## src/ifmt_pkg.sv

```systemverilog
// ----------------------------------------------------------------------------
// ifmt_pkg
// Shared types, constants and helper function of the integer field formatter.
// ----------------------------------------------------------------------------
package ifmt_pkg;

  localparam int unsigned WIDTH_MAX = 32;
  localparam int unsigned DIGIT_DEPTH = 11;
  localparam int unsigned PTR_DIGITS = 8;

  localparam logic [7:0] CH_ZERO  = 8'h30;
  localparam logic [7:0] CH_MINUS = 8'h2D;
  localparam logic [7:0] CH_SPACE = 8'h20;
  localparam logic [7:0] CH_X     = 8'h78;
  localparam logic [7:0] CH_LOWER_A = 8'h61;
  localparam logic [7:0] CH_UPPER_A = 8'h41;

  localparam logic [31:0] RECIP_TEN = 32'hCCCC_CCCD;

  typedef enum logic [2:0] {
    CMD_SDEC = 3'd0,
    CMD_UDEC = 3'd1,
    CMD_HEXL = 3'd2,
    CMD_HEXU = 3'd3,
    CMD_OCT  = 3'd4,
    CMD_PTR  = 3'd5
  } cmd_t;

  typedef enum logic [1:0] {
    BASE_8,
    BASE_10,
    BASE_16
  } base_t;

  typedef enum logic [2:0] {
    ST_IDLE,
    ST_DIV_MUL,
    ST_DIV_STEP,
    ST_SETUP,
    ST_PREFIX,
    ST_LEAD,
    ST_DIGITS,
    ST_TRAIL
  } state_t;

  typedef enum logic [1:0] {
    SEL_PREFIX,
    SEL_LEAD,
    SEL_DIGIT,
    SEL_TRAIL
  } emit_sel_t;

  typedef struct packed {
    logic      load;
    logic      mul;
    logic      step;
    logic      push;
    emit_sel_t sel;
  } ctrl_cmd_t;

  typedef struct packed {
    logic in_ok;
    logic in_base10;
    logic base10;
    logic step_last;
    logic has_prefix;
    logic prefix_end;
    logic lead_needed;
    logic trail_needed;
    logic pad_last;
    logic digit_end;
    logic out_free;
  } ctrl_status_t;

  function automatic logic [7:0] digit_char(input logic [3:0] d, input logic upper);
    logic [7:0] letter_base;
    letter_base = upper ? CH_UPPER_A : CH_LOWER_A;
    if (d < 4'd10) begin
      digit_char = CH_ZERO + {4'd0, d};
    end else begin
      digit_char = letter_base + {4'd0, d - 4'd10};
    end
  endfunction

endpackage

```

## src/ifmt_ctrl.sv

```systemverilog
// ----------------------------------------------------------------------------
// ifmt_ctrl
// Controller state machine: sequences digit extraction and character output.
// ----------------------------------------------------------------------------
module ifmt_ctrl (
  input  logic                  clk,
  input  logic                  rst,
  input  logic                  s_tvalid,
  output logic                  s_tready,
  input  ifmt_pkg::ctrl_status_t status,
  output ifmt_pkg::ctrl_cmd_t    cmd,
  output ifmt_pkg::state_t       state
);

  ifmt_pkg::state_t state_next;

  always_ff @(posedge clk) begin
    if (rst) begin
      state <= ifmt_pkg::ST_IDLE;
    end else begin
      state <= state_next;
    end
  end

  always_comb begin
    state_next = state;
    case (state)
      ifmt_pkg::ST_IDLE: begin
        if (s_tvalid && status.in_ok) begin
          state_next = status.in_base10 ? ifmt_pkg::ST_DIV_MUL : ifmt_pkg::ST_DIV_STEP;
        end
      end
      ifmt_pkg::ST_DIV_MUL: begin
        state_next = ifmt_pkg::ST_DIV_STEP;
      end
      ifmt_pkg::ST_DIV_STEP: begin
        if (status.step_last) begin
          state_next = ifmt_pkg::ST_SETUP;
        end else if (status.base10) begin
          state_next = ifmt_pkg::ST_DIV_MUL;
        end
      end
      ifmt_pkg::ST_SETUP: begin
        if (status.has_prefix) begin
          state_next = ifmt_pkg::ST_PREFIX;
        end else if (status.lead_needed) begin
          state_next = ifmt_pkg::ST_LEAD;
        end else begin
          state_next = ifmt_pkg::ST_DIGITS;
        end
      end
      ifmt_pkg::ST_PREFIX: begin
        if (status.out_free && status.prefix_end) begin
          state_next = status.lead_needed ? ifmt_pkg::ST_LEAD : ifmt_pkg::ST_DIGITS;
        end
      end
      ifmt_pkg::ST_LEAD: begin
        if (status.out_free && status.pad_last) begin
          state_next = ifmt_pkg::ST_DIGITS;
        end
      end
      ifmt_pkg::ST_DIGITS: begin
        if (status.out_free && status.digit_end) begin
          state_next = status.trail_needed ? ifmt_pkg::ST_TRAIL : ifmt_pkg::ST_IDLE;
        end
      end
      ifmt_pkg::ST_TRAIL: begin
        if (status.out_free && status.pad_last) begin
          state_next = ifmt_pkg::ST_IDLE;
        end
      end
      default: begin
        state_next = ifmt_pkg::ST_IDLE;
      end
    endcase
  end

  always_comb begin
    s_tready = 1'b0;
    cmd      = '0;
    cmd.sel  = ifmt_pkg::SEL_PREFIX;
    case (state)
      ifmt_pkg::ST_IDLE: begin
        s_tready = !rst;
        cmd.load = !rst && s_tvalid && status.in_ok;
      end
      ifmt_pkg::ST_DIV_MUL: begin
        cmd.mul = 1'b1;
      end
      ifmt_pkg::ST_DIV_STEP: begin
        cmd.step = 1'b1;
      end
      ifmt_pkg::ST_PREFIX: begin
        cmd.sel  = ifmt_pkg::SEL_PREFIX;
        cmd.push = status.out_free;
      end
      ifmt_pkg::ST_LEAD: begin
        cmd.sel  = ifmt_pkg::SEL_LEAD;
        cmd.push = status.out_free;
      end
      ifmt_pkg::ST_DIGITS: begin
        cmd.sel  = ifmt_pkg::SEL_DIGIT;
        cmd.push = status.out_free;
      end
      ifmt_pkg::ST_TRAIL: begin
        cmd.sel  = ifmt_pkg::SEL_TRAIL;
        cmd.push = status.out_free;
      end
      default: begin
        s_tready = 1'b0;
      end
    endcase
  end

endmodule

```

## src/ifmt_dpath.sv

```systemverilog
// ----------------------------------------------------------------------------
// ifmt_dpath
// Datapath: operand decode, digit extraction, digit store and output register.
// ----------------------------------------------------------------------------
module ifmt_dpath (
  input  logic                   clk,
  input  logic                   rst,
  input  logic [39:0]            s_tdata,
  input  logic [2:0]             s_tuser,
  output logic                   m_tvalid,
  input  logic                   m_tready,
  output logic [7:0]             m_tdata,
  output logic                   m_tlast,
  input  ifmt_pkg::ctrl_cmd_t    cmd,
  output ifmt_pkg::ctrl_status_t status
);

  logic [31:0] in_value;
  logic [5:0]  in_width;
  logic        in_zpad;
  logic        in_left;
  logic [5:0]  in_wsat;
  logic [5:0]  in_wneg;
  logic        in_ok;
  logic        in_base10;

  ifmt_pkg::base_t load_base;
  logic            load_upper;
  logic            load_neg;
  logic            load_ptr;
  logic            load_zpad;
  logic            load_left;
  logic [5:0]      load_weff;
  logic [31:0]     load_mag;

  logic [31:0] quotient;
  logic [28:0] prod_hi;
  logic [3:0]  digit_store [ifmt_pkg::DIGIT_DEPTH];
  logic [3:0]  digit_count;
  logic [3:0]  digit_idx;
  logic [5:0]  pad_count;
  logic        prefix_idx;
  ifmt_pkg::base_t base;
  logic        upper;
  logic        neg;
  logic        ptr;
  logic        zpad;
  logic        left;
  logic [5:0]  weff;
  logic        out_valid;
  logic [7:0]  out_char;
  logic        out_last;

  logic [63:0] product;
  logic [31:0] q_next;
  logic [31:0] q_times_ten;
  logic [31:0] rem_full;
  logic [3:0]  digit_new;
  logic [3:0]  len_next;
  logic [5:0]  pad_new;
  logic [7:0]  emit_char;
  logic        emit_last;

  assign in_value = s_tdata[31:0];
  assign in_width = s_tdata[37:32];
  assign in_zpad  = s_tdata[38];
  assign in_left  = s_tdata[39];
  assign in_wsat  = (in_width > 6'(ifmt_pkg::WIDTH_MAX)) ? 6'(ifmt_pkg::WIDTH_MAX) : in_width;
  assign in_wneg  = (in_wsat > 6'd1) ? in_wsat - 6'd1 : 6'd0;

  always_comb begin
    in_ok      = 1'b1;
    in_base10  = 1'b0;
    load_base  = ifmt_pkg::BASE_16;
    load_upper = 1'b0;
    load_neg   = 1'b0;
    load_ptr   = 1'b0;
    load_zpad  = in_zpad;
    load_left  = in_left;
    load_weff  = in_wsat;
    load_mag   = in_value;
    case (ifmt_pkg::cmd_t'(s_tuser))
      ifmt_pkg::CMD_SDEC: begin
        in_base10 = 1'b1;
        load_base = ifmt_pkg::BASE_10;
        load_neg  = in_value[31];
        if (in_value[31]) begin
          load_mag  = 32'd0 - in_value;
          load_weff = in_wneg;
        end
      end
      ifmt_pkg::CMD_UDEC: begin
        in_base10 = 1'b1;
        load_base = ifmt_pkg::BASE_10;
      end
      ifmt_pkg::CMD_HEXL: begin
        load_base = ifmt_pkg::BASE_16;
      end
      ifmt_pkg::CMD_HEXU: begin
        load_base  = ifmt_pkg::BASE_16;
        load_upper = 1'b1;
      end
      ifmt_pkg::CMD_OCT: begin
        load_base = ifmt_pkg::BASE_8;
      end
      ifmt_pkg::CMD_PTR: begin
        load_base = ifmt_pkg::BASE_16;
        load_ptr  = 1'b1;
        load_zpad = 1'b1;
        load_left = 1'b0;
        load_weff = 6'(ifmt_pkg::PTR_DIGITS);
      end
      default: begin
        in_ok = 1'b0;
      end
    endcase
  end

  assign product     = {32'd0, quotient} * {32'd0, ifmt_pkg::RECIP_TEN};
  assign q_times_ten = (q_next << 3) + (q_next << 1);
  assign rem_full    = quotient - q_times_ten;

  always_comb begin
    case (base)
      ifmt_pkg::BASE_8: begin
        q_next    = quotient >> 3;
        digit_new = {1'b0, quotient[2:0]};
      end
      ifmt_pkg::BASE_10: begin
        q_next    = {3'd0, prod_hi};
        digit_new = rem_full[3:0];
      end
      default: begin
        q_next    = quotient >> 4;
        digit_new = quotient[3:0];
      end
    endcase
  end

  assign len_next = digit_count + 4'd1;
  assign pad_new  = (weff > {2'd0, len_next}) ? weff - {2'd0, len_next} : 6'd0;

  always_comb begin
    emit_char = ifmt_pkg::CH_SPACE;
    emit_last = 1'b0;
    case (cmd.sel)
      ifmt_pkg::SEL_PREFIX: begin
        if (neg) begin
          emit_char = ifmt_pkg::CH_MINUS;
        end else begin
          emit_char = prefix_idx ? ifmt_pkg::CH_X : ifmt_pkg::CH_ZERO;
        end
      end
      ifmt_pkg::SEL_LEAD: begin
        emit_char = zpad ? ifmt_pkg::CH_ZERO : ifmt_pkg::CH_SPACE;
      end
      ifmt_pkg::SEL_DIGIT: begin
        emit_char = ifmt_pkg::digit_char(digit_store[digit_idx], upper);
        emit_last = (digit_idx == 4'd0) && !(left && (pad_count != 6'd0));
      end
      ifmt_pkg::SEL_TRAIL: begin
        emit_char = ifmt_pkg::CH_SPACE;
        emit_last = (pad_count == 6'd1);
      end
      default: begin
        emit_char = ifmt_pkg::CH_SPACE;
      end
    endcase
  end

  always_ff @(posedge clk) begin
    if (cmd.load) begin
      quotient    <= load_mag;
      digit_count <= 4'd0;
      prefix_idx  <= 1'b0;
      base        <= load_base;
      upper       <= load_upper;
      neg         <= load_neg;
      ptr         <= load_ptr;
      zpad        <= load_zpad;
      left        <= load_left;
      weff        <= load_weff;
    end
    if (cmd.mul) begin
      prod_hi <= product[63:35];
    end
    if (cmd.step) begin
      digit_store[digit_count] <= digit_new;
      quotient    <= q_next;
      digit_count <= len_next;
      digit_idx   <= digit_count;
      pad_count   <= pad_new;
    end
    if (cmd.push) begin
      case (cmd.sel)
        ifmt_pkg::SEL_PREFIX: prefix_idx <= 1'b1;
        ifmt_pkg::SEL_DIGIT:  digit_idx  <= digit_idx - 4'd1;
        default:              pad_count  <= pad_count - 6'd1;
      endcase
      out_char <= emit_char;
      out_last <= emit_last;
    end
  end

  always_ff @(posedge clk) begin
    if (rst) begin
      out_valid <= 1'b0;
    end else if (cmd.push) begin
      out_valid <= 1'b1;
    end else if (m_tready) begin
      out_valid <= 1'b0;
    end
  end

  assign m_tvalid = out_valid;
  assign m_tdata  = out_char;
  assign m_tlast  = out_last;

  always_comb begin
    status.in_ok        = in_ok;
    status.in_base10    = in_base10;
    status.base10       = (base == ifmt_pkg::BASE_10);
    status.step_last    = (q_next == 32'd0) || (len_next == 4'(ifmt_pkg::DIGIT_DEPTH));
    status.has_prefix   = neg || ptr;
    status.prefix_end   = neg || prefix_idx;
    status.lead_needed  = !left && (pad_count != 6'd0);
    status.trail_needed = left && (pad_count != 6'd0);
    status.pad_last     = (pad_count == 6'd1);
    status.digit_end    = (digit_idx == 4'd0);
    status.out_free     = !out_valid || m_tready;
  end

endmodule

```

## src/integer_field_formatter_core.sv

```systemverilog
// ----------------------------------------------------------------------------
// integer_field_formatter_core
// Formats one 32-bit value as a field of ASCII characters.
// ----------------------------------------------------------------------------
// Each input transaction carries the format kind in s_tuser and the value,
// field width and the two padding flags in s_tdata. The block answers with
// one output transaction per character on the m_ channel, most significant
// digit first, with m_tlast set on the final character of the field. Kinds
// 6 and 7 are accepted and produce no characters.
// The block accepts the transaction, then extracts the digits with one step
// per octal or hex digit and a reciprocal multiply followed by a correction
// step per decimal digit, then runs a setup step. After that one character
// leaves per cycle while the receiver keeps m_tready high. s_tready is high
// only while the controller is idle, which happens as soon as the final
// character has been loaded into the output register.
// When the receiver stalls, the output register holds its character and the
// controller waits in place. Reset clears the controller state and the output
// valid flag; no characters are lost or repeated across a stall.
// ----------------------------------------------------------------------------
module integer_field_formatter_core (
  input  logic        clk,
  input  logic        rst,
  input  logic        s_tvalid,
  output logic        s_tready,
  input  logic [39:0] s_tdata,   // value[31:0], width[37:32], zero_fill[38], left_just[39]
  input  logic [2:0]  s_tuser,   // command[2:0]
  output logic        m_tvalid,
  input  logic        m_tready,
  output logic [7:0]  m_tdata,   // character[7:0]
  output logic        m_tlast
);

  ifmt_pkg::ctrl_cmd_t    cmd;
  ifmt_pkg::ctrl_status_t status;
  ifmt_pkg::state_t       state;

  ifmt_ctrl u_ctrl (
    .clk      (clk),
    .rst      (rst),
    .s_tvalid (s_tvalid),
    .s_tready (s_tready),
    .status   (status),
    .cmd      (cmd),
    .state    (state)
  );

  ifmt_dpath u_dpath (
    .clk      (clk),
    .rst      (rst),
    .s_tdata  (s_tdata),
    .s_tuser  (s_tuser),
    .m_tvalid (m_tvalid),
    .m_tready (m_tready),
    .m_tdata  (m_tdata),
    .m_tlast  (m_tlast),
    .cmd      (cmd),
    .status   (status)
  );

  a_push_needs_room: assert property (@(posedge clk) disable iff (rst)
    cmd.push |-> (!m_tvalid || m_tready))
    else $error("character loaded while the output register was still occupied");

  a_out_held_while_stalled: assert property (@(posedge clk) disable iff (rst)
    (m_tvalid && !m_tready) |=> (m_tvalid && $stable(m_tdata) && $stable(m_tlast)))
    else $error("output transaction changed while the receiver stalled");

  a_start_leaves_idle: assert property (@(posedge clk) disable iff (rst)
    cmd.load |=> (state == ifmt_pkg::ST_DIV_MUL || state == ifmt_pkg::ST_DIV_STEP))
    else $error("controller did not start digit extraction after a transaction");

endmodule
```

## config.mk

```make
export PLATFORM = sky130hd
export DESIGN_NAME = integer_field_formatter_core
export DESIGN_NICKNAME = d
export VERILOG_FILES = /design/src/ifmt_pkg.sv /design/src/ifmt_ctrl.sv /design/src/ifmt_dpath.sv /design/src/integer_field_formatter_core.sv
export SDC_FILE = /design/constraint.sdc
export NUM_CORES = 1
export LEC_CHECK = 0
export ABC_AREA = 1
export BUFFER_PORTS_ARGS = -buffer_cell sky130_fd_sc_hd__buf_2
export CAP_MARGIN = 20
export CORE_MARGIN = 2
export CORE_UTILIZATION = 29
export DETAILED_ROUTE_END_ITERATION = 10
export HOLD_SLACK_MARGIN = 0.1
export PLACE_DENSITY = 0.42
export SLEW_MARGIN = 10
export SYNTH_ARGS = -nofsm -noshare
export SYNTH_HDL_FRONTEND = slang
export SYNTH_SLANG_ARGS = --single-unit
```

## constraint.sdc

```tcl
create_clock -name clk -period 8.35 [get_ports clk]
set_clock_uncertainty 0.1 [all_clocks]
set_input_delay 0.835 -clock clk [delete_from_list [all_inputs] [get_ports clk]]
set_output_delay 0.835 -clock clk [all_outputs]
set_load 0.01 [all_outputs]
```

==> impl_metrics.csv, run 1 <==
group,metric,value,unit
setup_path,required,8.44,ns
floorplanning,dieArea,92890,um2
setup_path,worstSetupPathType,"flop to flop",
routing,drt-total-wl,93760,um
global_route,grtUsageTotal,20.68,%
synthesis,yosys_warnings,0,
cells_and_area,area_delta_synth_final,9.252,%
worst_hold_path,hp-class,"flop to flop",
clocking,post-cts-setup-buffers,0,
synthesis,ys_seq_area_share,16.02,%
cells_and_area,drive_gt1_share,5.343,%
cells_and_area,mostFrequentLayoutCell,"inv_1",
synthesis,syn_area_per_cell,8.676,um2
timing,final_max_slew_viol_count,0,
synthesis,yosysTopAreaCell,"fa_1",
timing,setup_viol,0,
placed_design,place.gp.congestion,0.9488,
clocking,cts_repair_resize_count,0,
timing,finalSetupTns,0,ns
timing,period_minus_slack,7.884,ns
routing,antenna_left,0,
clocking,numClockSinks,145,
clocking,numCtsBuffers,17,
synthesis,async_flop_share,0,%
clocking,cts_buffer_depth,2,
floorplanning,rows,110,
clocking,clk_latency,0.45,ns
floorplanning,dieWidth,304.8,um
synthesis,synth_nets,3826,
global_route,grt_max_degree,64,
setup_path,start_kind,"flop",
synthesis,ys_ff_latch,145,
synthesis,synth-main-ff-cell,"edfxtp_1",
floorplanning,die_y,304.8,um
global_route,grt_first_pass_wirelength,140800,um
routing,detail_route.wl_per_cell,21.89,um
setup_path,path_max_fanout,9,
setup_path,worstPathCellList,"ha_1, xor2_1, nand2_1, nand2_1, fa_1, fa_1, fa_1, fa_1, fa_1, inv_1, fa_1, inv_1, ha_1, nand2_1, nor2_1, inv_1, nor4_1, nand3_1, nand3_1, nand2_1, inv_1, nor2_1, nand2_1, nand2_1",
placed_design,port_buffers,56,
run,cap_violations,0,
placed_design,place_hpwl,83150,um
timing,rsz0062_at_grt,"false",
cells_and_area,diodes,0,
synthesis,synth_cell_types,55,
clocking,cts_root_buffer,"clkbuf_16",
routing,vias,19970,
timing,max_clock_freq,126.8,MHz
global_route,grt_pass1_vias,21220,
cells_and_area,final_cell_mix,"inv_1 (753), nand2_1 (442), fa_1 (387)",
timing,period_share,94.42,%
outcome,status,"complete, no violations",
synthesis,synth_edf_count,130,
routing,drt_iter0_drc,1385,
floorplanning,core,89870,um2
routing,first_pass_iters,6,
global_route,grt_overflow_total,0,
synthesis,postSynthCellCount,3024,
routing,avgViaCountPerCell,4.662,
clocking,cts_tree,"yes",
timing,hold_violations,0,
setup_path,crit_path_top_delay_cell,"ha_1",
timing,tightest_slew,0.9947,ns
global_route,antenna_found_initial,0,
timing,maxSlewHeadroom,33.69,%
synthesis,synth_area_leaders,"fa_1 (30%), ha_1 (18%), edfxtp_1 (15%)",
setup_path,timing.critical_path.buf_inv,4,
setup_path,end_kind,"flop",
clocking,h-tree-depth,4,
setup_path,cp_top_family,"adder cells",
floorplanning,io_pins,58,
synthesis,netlist_area,26240,um2
cells_and_area,fin_nets,3896,
floorplanning,initial_core_util,29.19,%
clocking,cts_hold_buf,0,
clocking,path_clk_slew,0.07,ns
setup_path,worstPathArrival,7.98,ns
routing,drc,0,
setup_path,cp_slowest_stage_delay,0.71,ns
synthesis,yosysTopAreaCellShare,29.53,%
==> worst register-to-register path: cells and delay by family (launching register included) <==
kind	cells	cell delay (ns)
xor+xnor	1	0.69
buf+inv	4	0.28
flops	1	0.69
fa+ha+maj	8	4.17
simple gates	11	1.72
==> routing by layer <==
layer | GRT usage, % | part of all wire [%]
met4 | 8.566 | 4.9
met1 | 28.17 | 45
met2 | 33.39 | 46
met3 | 2.302 | 4.1
met5 | 0 | 0
==> through the flow <==
step | hold WS (ns) | instances | utilization (%) | setup slack (ns) | instance area (um2)
6_report | 0.4142 | 4283 | 31.89 | 0.4659 | 28660
5_1_grt | 0.4395 | 4283 | 31.89 | 0.2715 | 28660
4_1_cts | 0.4137 | 4283 | 31.89 | 0.5399 | 28660
3_5_place_dp | 0.4017 | 4251 | 31.21 | 0.5635 | 28050
3_3_place_gp | 0.3937 | 4251 | 31.21 | 0.4190 | 28050
2_1_floorplan | 0.3511 | 3024 | - | 2.020 | 26240
==> Yosys cell counts, types with 6 or more instances <==
| master | count |
|---|---|
| nand2_1 | 442 |
| nand4_1 | 18 |
| a31oi_1 | 18 |
| o21a_1 | 6 |
| inv_1 | 754 |
| o21ai_1 | 7 |
| a21oi_1 | 99 |
| nor2_1 | 246 |
| clkbuf_1 | 21 |
| nor4_1 | 8 |
| o21bai_1 | 22 |
| a21o_1 | 21 |
| ha_1 | 368 |
| xnor2_1 | 27 |
| nor3_1 | 39 |
| nand3_1 | 72 |
| o211ai_1 | 14 |
| edfxtp_1 | 130 |
| nand3b_1 | 6 |
| buf_2 | 10 |
| nor2_2 | 12 |
| or2_2 | 7 |
| xor2_1 | 81 |
| o21ai_0 | 129 |
| dfxtp_1 | 15 |
| fa_1 | 387 |
==> logic make-up (layout without fill, tap and decap cells) <==
group	Yosys count	after routing	share of synthesized area [%]
AO/OA/AOI/OAI	348	348	7.669
adder cells (fa/ha/maj)	755	755	47.08
buffers and inverters	802	885	11.74
AND/OR/NAND/NOR	864	864	13.83
XOR/XNOR	108	108	3.605
flip-flops	145	145	16.02
multiplexers	1	1	0.03815
other	1	1	0.01429
==> registers in the layout, indices dropped and copies added (netlist names) <==
signal and count:
u_dpath.digit_store 44, u_dpath.quotient 32, u_dpath.prod_hi 29, u_dpath.m_tdata 7, u_dpath.pad_count 6, u_dpath.weff 6
u_dpath.digit_count 4, u_dpath.digit_idx 4, u_ctrl.state 3, u_dpath.base 2, u_dpath.left 1, u_dpath.m_tlast 1
u_dpath.m_tvalid 1, u_dpath.neg 1, u_dpath.prefix_idx 1, u_dpath.ptr 1, u_dpath.upper 1, u_dpath.zpad 1
==> worst paths after layout <==
| check | startpoint | end | slack, ns | cells after the start |
|---|---|---|---|---|
| worst max-delay path | u_dpath.quotient[3] | u_dpath.prod_hi[21] | 0.47 | 24 |
| worst min-delay path | u_dpath.prefix_idx | u_dpath.prefix_idx | 0.41 | 2 |
| worst max register to register | u_dpath.quotient[3] | u_dpath.prod_hi[21] | 0.47 | 24 |
| worst min register to register | u_dpath.prefix_idx | u_dpath.prefix_idx | 0.41 | 2 |
==> cell type report <==
type,instances,area (um2)
clock inverter,15,191.4
timing repair buffer,92,550.5
inverter,761,2861
multi-input combinational,2077,18960
clock buffer,17,425.4
sequential,145,4204
fill,9678,61210
tap,1176,1471
Power of run 1 is left out: the tool's default activity adds up to more than one toggle a clock period on the data nets, which glitch-free logic cannot reach.
==> run 2: changes to the inputs <==
--- a/config.mk
+++ b/config.mk
@@ -5,7 +5,6 @@
 export SDC_FILE = /design/constraint.sdc
 export NUM_CORES = 1
 export LEC_CHECK = 0
-export ABC_AREA = 1
 export BUFFER_PORTS_ARGS = -buffer_cell sky130_fd_sc_hd__buf_2
 export CAP_MARGIN = 20
 export CORE_MARGIN = 2
==> run 2 against run 1 <==
  * Fmax decreased by 1.4%
  * Flip-flop and latch count unchanged
  * First-iteration DRC count down 28%
  * Hold slack got worse by 0.041 ns
  * Critical endpoint is now u_dpath.prod_hi[28]
==> impl_metrics.csv, run 2 <==
group,metric,value,unit
routing,drt_iter0_drc,1002,
clocking,path_clk_slew,0.07,ns
routing,met2_length,35490,um
placed_design,port_buffers,56,
synthesis,yosysTopAreaCell,"fa_1",
cells_and_area,final_cell_mix,"inv_1 (533), fa_1 (387), ha_1 (368)",
setup_path,required,8.42,ns
synthesis,ys_ff_latch,145,
floorplanning,dieArea,85090,um2
clocking,cts_root_buffer,"clkbuf_16",
routing,drc,0,
run,cap_violations,0,
synthesis,yosys_warnings,0,
timing,rsz0062_at_grt,"false",
cells_and_area,mostFrequentLayoutCell,"inv_1",
synthesis,ys_top_cells_by_count,"inv_1 (533), fa_1 (387), ha_1 (368), edfxtp_1 (130), nand2_1 (97)",
routing,antenna_left,0,
clocking,numClockSinks,145,
setup_path,r2r_start,"u_dpath.quotient[9]",
routing,drt-total-wl,74830,um
setup_path,r2r_setup_slack,0.36,ns
setup_path,worstPathArrival,8.06,ns
cells_and_area,top_register,"u_dpath.digit_store",
timing,finalSetupTns,0,ns
floorplanning,rows,105,
synthesis,synth-main-ff-cell,"edfxtp_1",
clocking,h-tree-depth,4,
cells_and_area,largest_register_ff_count,44,
global_route,grt_overflow_total,0,
timing,maxSlewHeadroom,37.68,%
setup_path,cp-endpoint,"u_dpath.prod_hi[28]",
synthesis,ys_seq_area_share,17.51,%
setup_path,worstSetupPathType,"flop to flop",
placed_design,place.gp.congestion,0.9618,
global_route,antenna_found_initial,0,
routing,detail_route.wl_per_cell,21.81,um
synthesis,yosysTopAreaCellShare,32.28,%
clocking,post-cts-setup-buffers,0,
floorplanning,io_pins,58,
cells_and_area,area_delta_synth_final,9.851,%
routing,avgViaCountPerCell,4.698,
cells_and_area,largestRegisters,"u_dpath.digit_store: 44 flops, u_dpath.quotient: 32 flops, u_dpath.prod_hi: 29 flops",
cells_and_area,drive_gt1_share,6.989,%
placed_design,place_hpwl,66120,um
synthesis,syn_area_per_cell,10.54,um2
synthesis,synth_edf_count,130,
synthesis,synth_area_leaders,"fa_1 (32%), ha_1 (19%), edfxtp_1 (16%)",
setup_path,end_kind,"flop",
synthesis,postSynthCellCount,2278,
routing,wl_met3,2427,um
floorplanning,core,81980,um2
timing,period_minus_slack,7.994,ns
routing,met1Wirelength,35340,um
synthesis,synth_nets,3080,
floorplanning,die_y,291.7,um
routing,vias,16120,
timing,final_max_slew_viol_count,0,
timing,setup_viol,0,
synthesis,synth_cell_types,75,
clocking,cts_repair_resize_count,0,
timing,max_clock_freq,125.1,MHz
floorplanning,dieWidth,291.7,um
timing,period_share,95.74,%
cells_and_area,final_core_util,32.17,%
timing,tightest_slew,0.9335,ns
floorplanning,initial_core_util,29.28,%
setup_path,path_max_fanout,8,
synthesis,async_flop_share,0,%
clocking,clk_latency,0.44,ns
setup_path,reg2reg_depth,22,
clocking,cts_tree,"yes",
clocking,numCtsBuffers,17,
clocking,cts_buffer_depth,2,
setup_path,rr_endpoint,"u_dpath.prod_hi[28]",
cells_and_area,diodes,0,
worst_hold_path,hp-class,"flop to flop",
global_route,grtUsageTotal,18.10,%
cells_and_area,fillers,8513,
timing,hold_violations,0,
routing,first_pass_iters,7,
synthesis,netlist_area,24000,um2
routing,top_layer,"met4",
setup_path,startpoint,"u_dpath.quotient[9]",
synthesis,yosysMostFrequentCell,"inv_1",
outcome,status,"complete, no violations",
setup_path,start_kind,"flop",
cells_and_area,fin_nets,3150,
global_route,grt_pass1_vias,17620,
global_route,grt_max_degree,66,
global_route,grt_first_pass_wirelength,113900,um
clocking,cts_hold_buf,0,
[run 2: cell types whose count changed in the layout (fill, tap and decap cells not counted), moves of 28 or more]
cell and delta:
nor2_1 -162, o21ai_0 -54, nand2_1 -345, nand3_1 -58, mux2i_1 +36, inv_1 -220, a21o_1 +28
[run 2: routing by layer]
layer	vias to the layer above	global-route usage, %
li1	7538	-
met1	8247	25.48
met2	278	30.13
met3	56	1.781
met4	0	3.897
met5	-	0
[run 2: worst max-delay path, stage by stage, from the launching register on]
cell      delay (ns)
edfxtp_1        0.71
ha_1            0.49
inv_1           0.21
fa_1            0.56
inv_1           0.06
fa_1            0.51
inv_1           0.07
fa_1            0.50
inv_1           0.05
fa_1            0.55
fa_1            0.43
fa_1            0.51
fa_1            0.43
ha_1            0.33
nand4_1         0.24
or3_1           0.42
a311oi_2        0.22
o41a_2          0.23
nor2_4          0.09
o31a_4          0.39
o31ai_1         0.28
a311oi_1        0.18
xnor2_1         0.16
[run 2: worst min path at each step]
| stage | slack, ns | cells after the start | end | startpoint |
|---|---|---|---|---|
| 6_report | 0.37 | 1 | u_dpath.pad_count[5] | u_dpath.pad_count[5] |
| 3_3_place_gp | 0.35 | 1 | u_dpath.pad_count[5] | u_dpath.pad_count[5] |
| 2_1_floorplan | 0.32 | 1 | u_dpath.pad_count[5] | u_dpath.pad_count[5] |
| 5_1_grt | 0.39 | 1 | u_dpath.pad_count[5] | u_dpath.pad_count[5] |
| 4_1_cts | 0.37 | 1 | u_dpath.pad_count[5] | u_dpath.pad_count[5] |
| 3_5_place_dp | 0.36 | 1 | u_dpath.pad_count[5] | u_dpath.pad_count[5] |
[run 2: per-stage QoR]
| stage | setup slack [ns] | area (um2) | instances | hold slack (ns) |
|---|---|---|---|---|
| 6_report | 0.3556 | 26370 | 3431 | 0.3736 |
| 5_1_grt | 0.02766 | 26370 | 3431 | 0.3916 |
| 4_1_cts | 0.3581 | 26370 | 3431 | 0.3714 |
| 3_5_place_dp | 0.3949 | 25760 | 3399 | 0.3603 |
| 3_3_place_gp | 0.4891 | 25750 | 3397 | 0.3531 |
| 2_1_floorplan | 1.277 | 24000 | 2278 | 0.3214 |
[run 2: final cells by class]
| cell class | count | area, um2 | share of cell area [%] |
|---|---|---|---|
| Clock buffer | 17 | 425.4 | 1.613 |
| Clock inverter | 15 | 185.2 | 0.7023 |
| Inverter | 534 | 2004 | 7.601 |
| Multi-Input combinational cell | 1552 | 17620 | 66.82 |
| Sequential cell | 145 | 4204 | 15.94 |
| Tap cell | 1070 | 1339 | 5.077 |
| Timing Repair Buffer | 98 | 590.6 | 2.240 |
[run 2: cell families after synthesis]
family,after synthesis,synth area share [%]
AOI/OAI and AO/OA,304,8.376
xor gates and xnor gates,119,4.342
other,1,0.01562
DFF,145,17.51
buffers and inverters,581,9.122
adders and majority gates,755,51.46
muxes,50,2.622
and+or+nand+nor,323,6.552
Power of run 2 is left out for the same reason.
==> run 3: changes to the inputs <==
--- a/config.mk
+++ b/config.mk
@@ -10,6 +10,7 @@
 export CORE_MARGIN = 2
 export CORE_UTILIZATION = 29
 export DETAILED_ROUTE_END_ITERATION = 10
+export GPL_TIMING_DRIVEN = 0
 export HOLD_SLACK_MARGIN = 0.1
 export PLACE_DENSITY = 0.42
 export SLEW_MARGIN = 10
==> run 3 against run 2 <==
  * Flip-flop and latch count did not move
  * Core utilization up 0.41 points
  * Die area unchanged
  * Critical path depth unchanged
  * Wire length decreased by 2.5%
  * Setup slack lost 0.13 ns
  * Fmax down 1.7%
  * Via count increased by 1.2%
  * Design area grew 1.3%
  * Critical path type unchanged
  * Largest cell class unchanged
  * Highest routed layer unchanged
==> impl_metrics.csv, run 3 (synthesis gave the netlist of run 2 again) <==
group,metric,value,unit
routing,detail_route.wl_per_cell,20.92,um
floorplanning,rows,105,
global_route,grt_max_degree,33,
routing,met2_length,36660,um
cells_and_area,fin_nets,3204,
placed_design,place.gp.congestion,0.8640,
run,cap_violations,0,
floorplanning,die_y,291.7,um
placed_design,placedCellCount,3408,
timing,period_share,97.35,%
clocking,numClockSinks,145,
cells_and_area,stdcell_count,3486,
timing,hold_violations,0,
setup_path,r2r_setup_slack,0.22,ns
timing,setup_viol,0,
cells_and_area,design_area,26700,um2
routing,avgViaCountPerCell,4.680,
worst_hold_path,hold_end,"u_dpath.pad_count[5]",
clocking,cts_tree,"yes",
clocking,h-tree-depth,4,
outcome,status,"complete, no violations",
clocking,cts_root_buffer,"clkbuf_16",
worst_hold_path,hp-start,"u_dpath.pad_count[5]",
setup_path,r2r_start,"u_dpath.quotient[1]",
global_route,grt_overflow_total,0,
setup_path,reg2reg_depth,22,
global_route,antenna_found_initial,1,
setup_path,worstPathArrival,8.21,ns
routing,drt-total-wl,72940,um
cells_and_area,area_delta_synth_final,11.25,%
worst_hold_path,min_path_cells,1,
setup_path,required,8.44,ns
timing,max_clock_freq,123.0,MHz
setup_path,start_kind,"flop",
setup_path,path_max_fanout,5,
worst_hold_path,hp-class,"flop to flop",
routing,drt_iter0_drc,1065,
routing,wl_met3,1887,um
timing,tightest_slew,1.006,ns
cells_and_area,mostFrequentLayoutCell,"inv_1",
global_route,grt_first_pass_wirelength,112300,um
placed_design,place_hpwl,62800,um
cells_and_area,largestRegisters,"u_dpath.digit_store: 44 flops, u_dpath.quotient: 32 flops, u_dpath.prod_hi: 29 flops",
clocking,numCtsBuffers,17,
setup_path,end_kind,"flop",
cells_and_area,top_register,"u_dpath.digit_store",
cells_and_area,largest_register_ff_count,44,
placed_design,port_buffers,55,
floorplanning,dieArea,85090,um2
routing,vias,16320,
cells_and_area,fillers,8497,
routing,met1Wirelength,33550,um
floorplanning,initial_core_util,29.28,%
timing,maxSlewHeadroom,32.33,%
routing,top_layer,"met4",
clocking,cts_buffer_depth,2,
placed_design,dpl_cell_area,25680,um2
setup_path,worstSetupPathType,"flop to flop",
clocking,path_clk_slew,0.07,ns
cells_and_area,final_cell_mix,"inv_1 (533), fa_1 (387), ha_1 (356)",
routing,antenna_left,0,
routing,drc,0,
setup_path,rr_endpoint,"u_dpath.prod_hi[21]",
cells_and_area,drive_gt1_share,7.992,%
global_route,grtUsageTotal,17.64,%
routing,first_pass_iters,5,
timing,period_minus_slack,8.129,ns
floorplanning,core,81980,um2
global_route,grt_pass1_vias,17700,
floorplanning,io_pins,58,
clocking,clk_latency,0.44,ns
timing,final_max_slew_viol_count,0,
floorplanning,dieWidth,291.7,um
-- run 3: layout make-up --
class                           count  area, um2  share of cell area (%)
Multi-Input combinational cell   1552      17690                   66.25
Sequential cell                   145       4204                   15.74
Inverter                          534       2004                   7.506
Tap cell                         1070       1339                   5.013
Timing Repair Buffer              105      673.1                   2.521
Clock buffer                       17      425.4                   1.593
Buffer                             47      185.2                  0.6934
Clock inverter                     15      180.2                  0.6747
Antenna cell                        1      2.502                0.009371
-- run 3: worst max path at each step --
| stage | start | to | cells after the start |
|---|---|---|---|
| 6_report | u_dpath.quotient[1] | u_dpath.prod_hi[21] | 22 |
| 5_1_grt | u_dpath.quotient[6] | u_dpath.prod_hi[22] | 23 |
| 4_1_cts | u_dpath.quotient[1] | u_dpath.prod_hi[22] | 22 |
| 3_5_place_dp | u_dpath.quotient[18] | u_dpath.prod_hi[28] | 24 |
| 3_3_place_gp | u_dpath.quotient[18] | u_dpath.prod_hi[28] | 24 |
| 2_1_floorplan | u_dpath.quotient[18] | u_dpath.prod_hi[28] | 24 |
-- run 3: repair_timing --
action / 4_1_cts / 5_1_grt
endpoints found under the setup margin: 17 / 8
setup buffers: 39 / 6
gates resized for setup: 13 / 5
hold buffers: 0 / 0
pin swaps: 0 / 1
-- run 3: worst max-delay path: stages, from the launching register on --
cell and delay [ns]:
edfxtp_1 0.54, ha_2 0.51, xor2_1 0.20, ha_1 0.30, or2_2 0.33, fa_1 0.57
fa_1 0.48, fa_1 0.54, fa_1 0.48, fa_1 0.51, inv_1 0.05, fa_1 0.49
inv_1 0.04, ha_1 0.28, nand4_1 0.25, or3_4 0.51, a311oi_2 0.25, o41a_2 0.31
nor2_4 0.10, o311ai_4 0.45, a41oi_2 0.25, o21bai_1 0.21, xor2_1 0.10
-- run 3: per-stage QoR --
step / TNS (ns) / hold WS, ns / setup WS, ns / util (%)
2_1_floorplan: 0 / 0.3214 / 1.277 / -
3_3_place_gp: -3.604 / 0.3386 / -0.4651 / 31.25
3_5_place_dp: -2.567 / 0.3522 / -0.3998 / 31.32
4_1_cts: 0 / 0.3626 / 0.09780 / 32.49
5_1_grt: -0.003668 / 0.3831 / -0.003668 / 32.57
6_report: 0 / 0.3690 / 0.2214 / 32.57
-- run 3: metal layers --
layer / global-route usage, % / vias to the layer above
met3: 1.553 / 32
met4: 2.527 / 0
met1: 23.99 / 8372
met5: 0 / -
met2: 31.07 / 251
li1: - / 7661
Power of run 3 is left out for the same reason.
